`src/design/stc_pkg.sv`:
```
// Shared types and constants for the space-to-tab compressor.
// Holds character codes, the controller/datapath command and status structs.
// No dependencies.
package stc_pkg;

    // Character codes
    localparam logic [7:0] CH_SPACE   = 8'd32;
    localparam logic [7:0] CH_TAB     = 8'd9;
    localparam logic [7:0] CH_NEWLINE = 8'd10;

    // Widths of the column and pending-blank counters
    localparam int COL_W  = 7;
    localparam int PEND_W = 6;
    localparam logic [PEND_W-1:0] PEND_MAX = {PEND_W{1'b1}};

    // Stop mask: bit k marks column k+1
    localparam int MASK_W = 64;
    localparam logic [MASK_W-1:0] MASK_RESET = 64'h8080_8080_8080_8080;

    // Output byte select
    localparam logic [1:0] SEL_TAB   = 2'd0;
    localparam logic [1:0] SEL_SPACE = 2'd1;
    localparam logic [1:0] SEL_CHAR  = 2'd2;

    // Pending-blank counter operations
    localparam logic [1:0] PEND_HOLD = 2'd0;
    localparam logic [1:0] PEND_INC  = 2'd1;
    localparam logic [1:0] PEND_DEC  = 2'd2;
    localparam logic [1:0] PEND_CLR  = 2'd3;

    // Column counter operations
    localparam logic [1:0] COL_HOLD = 2'd0;
    localparam logic [1:0] COL_NEXT = 2'd1;
    localparam logic [1:0] COL_INC  = 2'd2;
    localparam logic [1:0] COL_ONE  = 2'd3;

    typedef struct packed {
        logic       ld_char;
        logic       emit;
        logic [1:0] sel;
        logic       last;
        logic [1:0] pend_op;
        logic [1:0] col_op;
    } cmd_t;

    typedef struct packed {
        logic is_space;
        logic is_tab;
        logic is_newline;
        logic stop;
        logic pend_zero;
        logic pend_one;
        logic pend_full;
        logic out_free;
    } status_t;

endpackage

```
`src/design/stc_ctrl.sv`:
```
// Controller state machine for the space-to-tab compressor.
// Depends on stc_pkg; drives commands to stc_datapath from its status.
module stc_ctrl
(
    input  logic             clk,
    input  logic             rst_n,
    input  logic             s_axis_tvalid,
    output logic             s_axis_tready,
    input  stc_pkg::status_t st,
    output stc_pkg::cmd_t    cmd
);

    localparam logic [1:0] S_IDLE   = 2'd0;
    localparam logic [1:0] S_DECODE = 2'd1;
    localparam logic [1:0] S_FLUSH  = 2'd2;
    localparam logic [1:0] S_SEEK   = 2'd3;

    logic [1:0] state_reg;
    logic [1:0] state_next;

    // Hold the state
    always_ff @(posedge clk or negedge rst_n)
    begin
        if (!rst_n)
        begin
            state_reg <= S_IDLE;
        end
        else
        begin
            state_reg <= state_next;
        end
    end

    // Decide the next step and the datapath command
    always_comb
    begin
        state_next    = state_reg;
        s_axis_tready = 1'b0;
        cmd           = '0;
        cmd.sel       = stc_pkg::SEL_CHAR;
        cmd.pend_op   = stc_pkg::PEND_HOLD;
        cmd.col_op    = stc_pkg::COL_HOLD;
        unique case (state_reg)
            S_IDLE:
            begin
                s_axis_tready = 1'b1;
                if (s_axis_tvalid)
                begin
                    cmd.ld_char = 1'b1;
                    state_next  = S_DECODE;
                end
            end
            S_DECODE:
            begin
                if (st.is_space)
                begin
                    if (st.stop || st.pend_full)
                    begin
                        // Emit a tab on a stop, or a space when the count is full
                        if (st.out_free)
                        begin
                            cmd.emit    = 1'b1;
                            cmd.last    = 1'b1;
                            cmd.sel     = st.stop ? stc_pkg::SEL_TAB : stc_pkg::SEL_SPACE;
                            cmd.pend_op = st.stop ? stc_pkg::PEND_CLR : stc_pkg::PEND_HOLD;
                            cmd.col_op  = stc_pkg::COL_NEXT;
                            state_next  = S_IDLE;
                        end
                    end
                    else
                    begin
                        // Hold the blank back
                        cmd.pend_op = stc_pkg::PEND_INC;
                        cmd.col_op  = stc_pkg::COL_NEXT;
                        state_next  = S_IDLE;
                    end
                end
                else if (st.is_tab)
                begin
                    if (st.out_free)
                    begin
                        cmd.emit    = 1'b1;
                        cmd.last    = 1'b1;
                        cmd.sel     = stc_pkg::SEL_TAB;
                        cmd.pend_op = stc_pkg::PEND_CLR;
                        if (st.stop)
                        begin
                            cmd.col_op = stc_pkg::COL_NEXT;
                            state_next = S_IDLE;
                        end
                        else
                        begin
                            cmd.col_op = stc_pkg::COL_INC;
                            state_next = S_SEEK;
                        end
                    end
                end
                else if (!st.pend_zero)
                begin
                    state_next = S_FLUSH;
                end
                else if (st.out_free)
                begin
                    cmd.emit   = 1'b1;
                    cmd.last   = 1'b1;
                    cmd.sel    = stc_pkg::SEL_CHAR;
                    cmd.col_op = st.is_newline ? stc_pkg::COL_ONE : stc_pkg::COL_NEXT;
                    state_next = S_IDLE;
                end
            end
            S_FLUSH:
            begin
                // Drain pending blanks one per cycle while the output is free, then pass the character
                if (st.out_free)
                begin
                    cmd.emit    = 1'b1;
                    cmd.sel     = stc_pkg::SEL_SPACE;
                    cmd.pend_op = stc_pkg::PEND_DEC;
                    if (st.pend_one)
                    begin
                        state_next = S_DECODE;
                    end
                end
            end
            S_SEEK:
            begin
                // Advance the column one step until a stop is reached
                if (st.stop)
                begin
                    cmd.col_op = stc_pkg::COL_NEXT;
                    state_next = S_IDLE;
                end
                else
                begin
                    cmd.col_op = stc_pkg::COL_INC;
                end
            end
            default:
            begin
                state_next = S_IDLE;
            end
        endcase
    end

endmodule

```
`src/design/stc_datapath.sv`:
```
// Datapath for the space-to-tab compressor: character, column, pending count,
// stop mask and output register. Depends on stc_pkg; driven by stc_ctrl.
module stc_datapath
#(
    parameter int LINE_LIMIT = 64
)
(
    input  logic                         clk,
    input  logic                         rst_n,
    input  logic                         cfg_we,
    input  logic [stc_pkg::MASK_W-1:0]   cfg_wdata,
    input  logic [7:0]                   s_axis_tdata,
    output logic                         m_axis_tvalid,
    input  logic                         m_axis_tready,
    output logic [7:0]                   m_axis_tdata,
    output logic                         m_axis_tlast,
    input  stc_pkg::cmd_t                cmd,
    output stc_pkg::status_t             st
);

    localparam logic [stc_pkg::COL_W-1:0] LIMIT_C = stc_pkg::COL_W'(LINE_LIMIT);
    localparam logic [stc_pkg::COL_W-1:0] PAST_C  = stc_pkg::COL_W'(LINE_LIMIT + 1);

    logic [stc_pkg::MASK_W-1:0] mask_reg;
    logic [7:0]                 char_reg;
    logic [stc_pkg::COL_W-1:0]  col_reg;
    logic [stc_pkg::COL_W-1:0]  col_next;
    logic [stc_pkg::COL_W-1:0]  col_adv;
    logic [stc_pkg::COL_W-1:0]  col_idx;
    logic [stc_pkg::PEND_W-1:0] pend_reg;
    logic [stc_pkg::PEND_W-1:0] pend_next;
    logic                       out_valid_reg;
    logic [7:0]                 out_char_reg;
    logic                       out_last_reg;
    logic [7:0]                 emit_char;

    // Write the stop mask
    always_ff @(posedge clk or negedge rst_n)
    begin
        if (!rst_n)
        begin
            mask_reg <= stc_pkg::MASK_RESET;
        end
        else if (cfg_we)
        begin
            mask_reg <= cfg_wdata;
        end
    end

    // Capture the requested character
    always_ff @(posedge clk)
    begin
        if (cmd.ld_char)
        begin
            char_reg <= s_axis_tdata;
        end
    end

    // Stop test: past the limit every column is a stop
    assign col_idx = col_reg - stc_pkg::COL_W'(1);
    assign col_adv = (col_reg > LIMIT_C) ? PAST_C : col_reg + stc_pkg::COL_W'(1);

    always_comb
    begin
        case (cmd.col_op)
            stc_pkg::COL_NEXT: col_next = col_adv;
            stc_pkg::COL_INC:  col_next = col_reg + stc_pkg::COL_W'(1);
            stc_pkg::COL_ONE:  col_next = stc_pkg::COL_W'(1);
            default:           col_next = col_reg;
        endcase
    end

    always_comb
    begin
        case (cmd.pend_op)
            stc_pkg::PEND_INC: pend_next = pend_reg + stc_pkg::PEND_W'(1);
            stc_pkg::PEND_DEC: pend_next = pend_reg - stc_pkg::PEND_W'(1);
            stc_pkg::PEND_CLR: pend_next = '0;
            default:           pend_next = pend_reg;
        endcase
    end

    // Advance column and pending count
    always_ff @(posedge clk or negedge rst_n)
    begin
        if (!rst_n)
        begin
            col_reg  <= stc_pkg::COL_W'(1);
            pend_reg <= '0;
        end
        else
        begin
            col_reg  <= col_next;
            pend_reg <= pend_next;
        end
    end

    // Select the byte to emit
    always_comb
    begin
        case (cmd.sel)
            stc_pkg::SEL_TAB:   emit_char = stc_pkg::CH_TAB;
            stc_pkg::SEL_SPACE: emit_char = stc_pkg::CH_SPACE;
            default:            emit_char = char_reg;
        endcase
    end

    // Output register: load on emit, drop when taken
    always_ff @(posedge clk or negedge rst_n)
    begin
        if (!rst_n)
        begin
            out_valid_reg <= 1'b0;
        end
        else if (cmd.emit)
        begin
            out_valid_reg <= 1'b1;
        end
        else if (m_axis_tready)
        begin
            out_valid_reg <= 1'b0;
        end
    end

    always_ff @(posedge clk)
    begin
        if (cmd.emit)
        begin
            out_char_reg <= emit_char;
            out_last_reg <= cmd.last;
        end
    end

    assign m_axis_tvalid = out_valid_reg;
    assign m_axis_tdata  = out_char_reg;
    assign m_axis_tlast  = out_last_reg;

    // Report status to the controller
    always_comb
    begin
        st.is_space   = (char_reg == stc_pkg::CH_SPACE);
        st.is_tab     = (char_reg == stc_pkg::CH_TAB);
        st.is_newline = (char_reg == stc_pkg::CH_NEWLINE);
        st.stop       = (col_reg > LIMIT_C) || (col_reg == '0) ||
                        mask_reg[col_idx[5:0]];
        st.pend_zero  = (pend_reg == '0);
        st.pend_one   = (pend_reg == stc_pkg::PEND_W'(1));
        st.pend_full  = (pend_reg == stc_pkg::PEND_MAX);
        st.out_free   = !out_valid_reg || m_axis_tready;
    end

endmodule

```
`src/design/space_to_tab_compressor_top.sv`:
```
// Space-to-tab compressor, top level.
// Channels: s_axis carries one character byte per request; m_axis carries
// the emitted bytes, with tlast on the final byte caused by each request.
// A request that only holds a blank back produces no output at all.
// cfg_we/cfg_wdata load the 64-bit stop mask (bit k = column k+1); write
// it only while the block is idle.
// Timing: a request is taken in IDLE and decoded in DECODE, which waits for a
// free output register when it has a byte to emit; the byte is loaded into
// the output register from DECODE and shows on m_axis once registered. Held
// blanks are flushed first in FLUSH, one per cycle while the output is free.
// A tab off a stop then walks the column counter in SEEK to the next stop.
// Only one request is in work at a time; a new request is accepted
// while the previous result still waits in the output register.
// Reset: column returns to 1, no blanks are pending, the stop mask returns
// to every eighth column and the output register empties.
// Stall: while m_axis_tready is low the output byte holds and the block
// waits before loading the next byte; requests that need no output pass.
// Depends on stc_pkg, stc_ctrl and stc_datapath.
module space_to_tab_compressor_top
#(
    parameter int LINE_LIMIT = 64
)
(
    input  logic        clk,
    input  logic        rst_n,
    input  logic        cfg_we,
    input  logic [63:0] cfg_wdata,     // stop_mask
    input  logic        s_axis_tvalid,
    output logic        s_axis_tready,
    input  logic [7:0]  s_axis_tdata,  // [7:0] in_char
    output logic        m_axis_tvalid,
    input  logic        m_axis_tready,
    output logic [7:0]  m_axis_tdata,  // [7:0] out_char
    output logic        m_axis_tlast   // last
);

    stc_pkg::cmd_t    cmd;
    stc_pkg::status_t st;

    stc_ctrl u_ctrl
    (
        .clk           (clk),
        .rst_n         (rst_n),
        .s_axis_tvalid (s_axis_tvalid),
        .s_axis_tready (s_axis_tready),
        .st            (st),
        .cmd           (cmd)
    );

    stc_datapath #(
        .LINE_LIMIT (LINE_LIMIT)
    ) u_dp
    (
        .clk           (clk),
        .rst_n         (rst_n),
        .cfg_we        (cfg_we),
        .cfg_wdata     (cfg_wdata),
        .s_axis_tdata  (s_axis_tdata),
        .m_axis_tvalid (m_axis_tvalid),
        .m_axis_tready (m_axis_tready),
        .m_axis_tdata  (m_axis_tdata),
        .m_axis_tlast  (m_axis_tlast),
        .cmd           (cmd),
        .st            (st)
    );

endmodule

```
`config.mk`:
```
export PLATFORM = sky130hd
export DESIGN_NAME = space_to_tab_compressor_top
export DESIGN_NICKNAME = d
export VERILOG_FILES = /design/src/design/stc_pkg.sv /design/src/design/stc_ctrl.sv /design/src/design/stc_datapath.sv /design/src/design/space_to_tab_compressor_top.sv
export SDC_FILE = /design/constraint.sdc
export NUM_CORES = 1
export LEC_CHECK = 0
export ABC_AREA = 1
export BUFFER_PORTS_ARGS = -buffer_cell sky130_fd_sc_hd__buf_2
export CAP_MARGIN = 20
export CORE_MARGIN = 3
export CORE_UTILIZATION = 45
export DETAILED_ROUTE_END_ITERATION = 8
export PLACE_DENSITY = 0.69
export SYNTH_ARGS = -nofsm -noshare
export SYNTH_HDL_FRONTEND = slang
export SYNTH_SLANG_ARGS = --single-unit
```
`constraint.sdc`:
```
create_clock -name clk -period 2.7 [get_ports clk]
set_input_delay 0.54 -clock clk [delete_from_list [all_inputs] [get_ports clk]]
set_output_delay 0.54 -clock clk [all_outputs]
set_load 0.05 [all_outputs]
```
==> flow_metrics.py <==
metrics = {
    "run_status": {
        "status": "completed",
    },
    "clocking": {
        "cts_hold_buf": 0,
        "clock-sinks": 97,
        "clockBufferDepth": 2,
        "numCtsBuffers": 9,
        "clk_pin_slew_worst_paths_ps": 70,
        "clkLatencyLatePin_ps": 360,
        "cts_tree": "yes",
        "cts-root-buf": "clkbuf_16",
        "h-tree-depth": 3,
    },
    "logic_synthesis": {
        "synth_top_area_share_pct": 33.1,
        "syn_area_per_cell_sq_um": 8.15,
        "seq_area_frac_synth_pct": 47.1,
        "synth_edf_count": 17,
        "synth_cell_type_count": 45,
        "synth_top_area_cell": "dfrtp_1",
        "ys_warn_count": 0,
        "ys_top_cells_by_count": "167 x nand2_1, 95 x inv_1, 71 x dfrtp_1",
        "syn_area_sq_um": 5360,
        "ys_ff_latch": 97,
        "synth-async-reset-ratio_pct": 82.5,
        "synth_area_leaders": "dfrtp_1 33%, nand2_1 12%, edfxtp_1 9.5%",
        "synth_most_common_cell": "nand2_1",
        "ys.flop_type": "dfrtp_1",
        "netlist_instances": 658,
        "synth_fp_nets": 745,
    },
    "sta": {
        "finalSetupViolCount": 0,
        "hold_viol": 0,
        "drv_slew": 0,
        "rsz0062_at_grt": "true",
        "holdWs_ps": 181,
        "max_freq_mhz": 376,
        "post-route-period-util_pct": 98.6,
        "relSlewSlack_pct": 63.3,
        "tightestPinTransition_ps": 550,
        "period_needed_ps": 2660,
        "fin_skew_ps": 12.1,
    },
    "die": {
        "start_util_pct": 46.6,
        "io_pins": 88,
        "die_x_um": 115,
        "placeableCoreArea_sq_um": 11500,
        "num_rows": 39,
        "die-area_sq_um": 13300,
        "dieHeight_um": 115,
    },
    "critical_path": {
        "required_ps": 2990,
        "path_common_cell": "nand3_4",
        "arrival_ps": 2950,
        "crit_cells": 17,
        "crit_fanout": 8,
        "r2r_end": "u_dp.pend_reg[4]$_DFFE_PN0P_",
        "startpoint_type": "flop",
        "cp_num_buf_inv": 5,
        "worstRegToRegCells": 17,
        "max_stage_delay_ps": 590,
        "slowest_stage": "dfstp_2",
        "cp-end-kind": "flop",
        "crit_family": "simple AND/OR/NAND/NOR gates",
        "r2r_slack_ps": 40,
        "worst-setup-path-type": "flop to flop",
        "startpoint": "u_dp.col_reg[0]$_DFFE_PN1P_",
        "timing.rr.start": "u_dp.col_reg[0]$_DFFE_PN1P_",
        "crit_path_end": "u_dp.pend_reg[4]$_DFFE_PN0P_",
        "cp_cell_sequence": "inv_4 > ha_4 > buf_6 > inv_8 > nand3_4 > nand3_2 > nand3_2 > nand3_4 > nand3_4 > nand3_4 > o21ai_4 > nand2_4 > inv_4 > o21ai_0 > nand2_1 > o21ai_2 > inv_1",
    },
    "routing": {
        "routedWlPerCell_um": 14.4,
        "antenna_left": 0,
        "viasPerCell": 5.11,
        "route.met2.wl_mm": 6.19,
        "drc": 0,
        "dr.pass1.iters": 5,
        "met1_length_mm": 5.97,
        "drt_iter0_markers": 239,
        "vias": 4624,
        "wl_met3_um": 540,
        "totalWireLength_mm": 13.0,
        "top_layer": "met4",
    },
    "global_routing": {
        "grt_start_max_net_pins": 76,
        "track_usage_pct": 20.0,
        "antenna_found_initial": 0,
        "grt_overflow_total": 0,
        "grt_pass1_vias": 4591,
        "grt_pass1_wl_mm": 21.2,
    },
    "job": {
        "cap_violations": 0,
    },
    "cells_and_area": {
        "syn_to_final_growth_pct": 24.4,
        "fin_util_pct": 57.9,
        "antenna_cells": 0,
        "largest_reg_flops": 64,
        "final_cells": 905,
        "final_layout_size_suffix_gt1_share_pct": 29.4,
        "final_nets": 844,
        "fin_area_sq_um": 6670,
    },
    "placed_design": {
        "placed_area_sq_um": 5990,
        "gp_congestion": 0.856,
        "place_inst": 875,
        "portBuffers": 87,
        "dpl.hpwl_mm": 8.93,
    },
    "hold_path": {
        "hold_path_class": "input pin to async pin",
    },
    "power_and_ir_drop": {
        "vdd_ir_drop_max_v": 0.000483,
        "p_per_area_nw_per_um2": 1090,
        "p_leak_nw": 3.31,
    },
}
[where the power goes]
group	internal [mW]	switching, mW
Sequential	1.78	0.177
Combinational	1.49	2.45
Clock	0.837	0.568
Total	4.10	3.20
[placed cells by master (no fill, tap or decap), types with 10 or more instances in the layout]
master	instances
nand3_1	46
inv_1	95
nand2_2	13
buf_4	15
inv_2	10
nand2_1	161
nor2_1	29
buf_2	86
mux2_2	10
nand3_2	17
dfrtp_1	70
o21ai_2	10
o21ai_0	60
edfxtp_1	17
clkbuf_16	11
[cell families after synthesis]
family / Yosys count / share of synthesized area, %
buffers and inverters: 135 / 10.2
xor gates and xnor gates: 12 / 2.38
AOI/OAI and AO/OA: 96 / 10.3
adders and majority gates: 10 / 2.33
muxes: 10 / 2.10
DFF: 97 / 47.1
and+or+nand+nor: 298 / 25.6
[metal layers]
layer  global-route usage (%)  vias to the layer above
li1                         -                     2302
met1                     27.1                     2166
met2                     31.6                      131
met3                     3.42                       25
met4                     8.69                        0
met5                        0                        -
[worst min path at each step]
| stage | slack (ps) | cells after the start | to |
|---|---|---|---|
| after floorplan | 240 | 0 | u_ctrl.state_reg[0]$_DFFE_PN0P_ |
| final | 180 | 1 | u_dp.m_axis_tvalid$_DFFE_PN0P_ |
| after CTS | 190 | 1 | u_dp.m_axis_tvalid$_DFFE_PN0P_ |
| after global placement | 480 | 2 | u_dp.mask_reg[15]$_DFFE_PN1P_ |
| after global routing | 210 | 1 | u_dp.m_axis_tvalid$_DFFE_PN0P_ |
| after detailed placement | 480 | 2 | u_dp.mask_reg[31]$_DFFE_PN1P_ |
[repair_timing]
action,in CTS,in global routing
setup buffers,0,11
gates resized for setup,3,49
cloned,0,3
pin swaps,0,16
endpoints found under the setup margin,14,30
[metrics by stage]
stage / setup TNS (ps) / worst slack (ps) / power, mW
after global routing: -647 / -116 / 7.82
after global placement: 0 / 48.6 / 5.09
after floorplan: 0 / 0.448 / 4.42
after detailed placement: -490 / -46.1 / 5.14
final: 0 / 38.7 / 7.30
after CTS: 0 / 18.3 / 6.58
[final cells by class]
| cell class | count | area (sq um) |
|---|---|---|
| Sequential cell | 97 | 2520 |
| Tap cell | 143 | 179 |
| Clock inverter | 2 | 41.3 |
| Clock buffer | 14 | 287 |
| Timing Repair Buffer | 110 | 684 |
| Multi-Input combinational cell | 427 | 2510 |
| Fill cell | 1019 | 4840 |
| Inverter | 111 | 439 |
| Timing Repair inverter | 1 | 11.3 |
(Power assumes the default switching activity.)
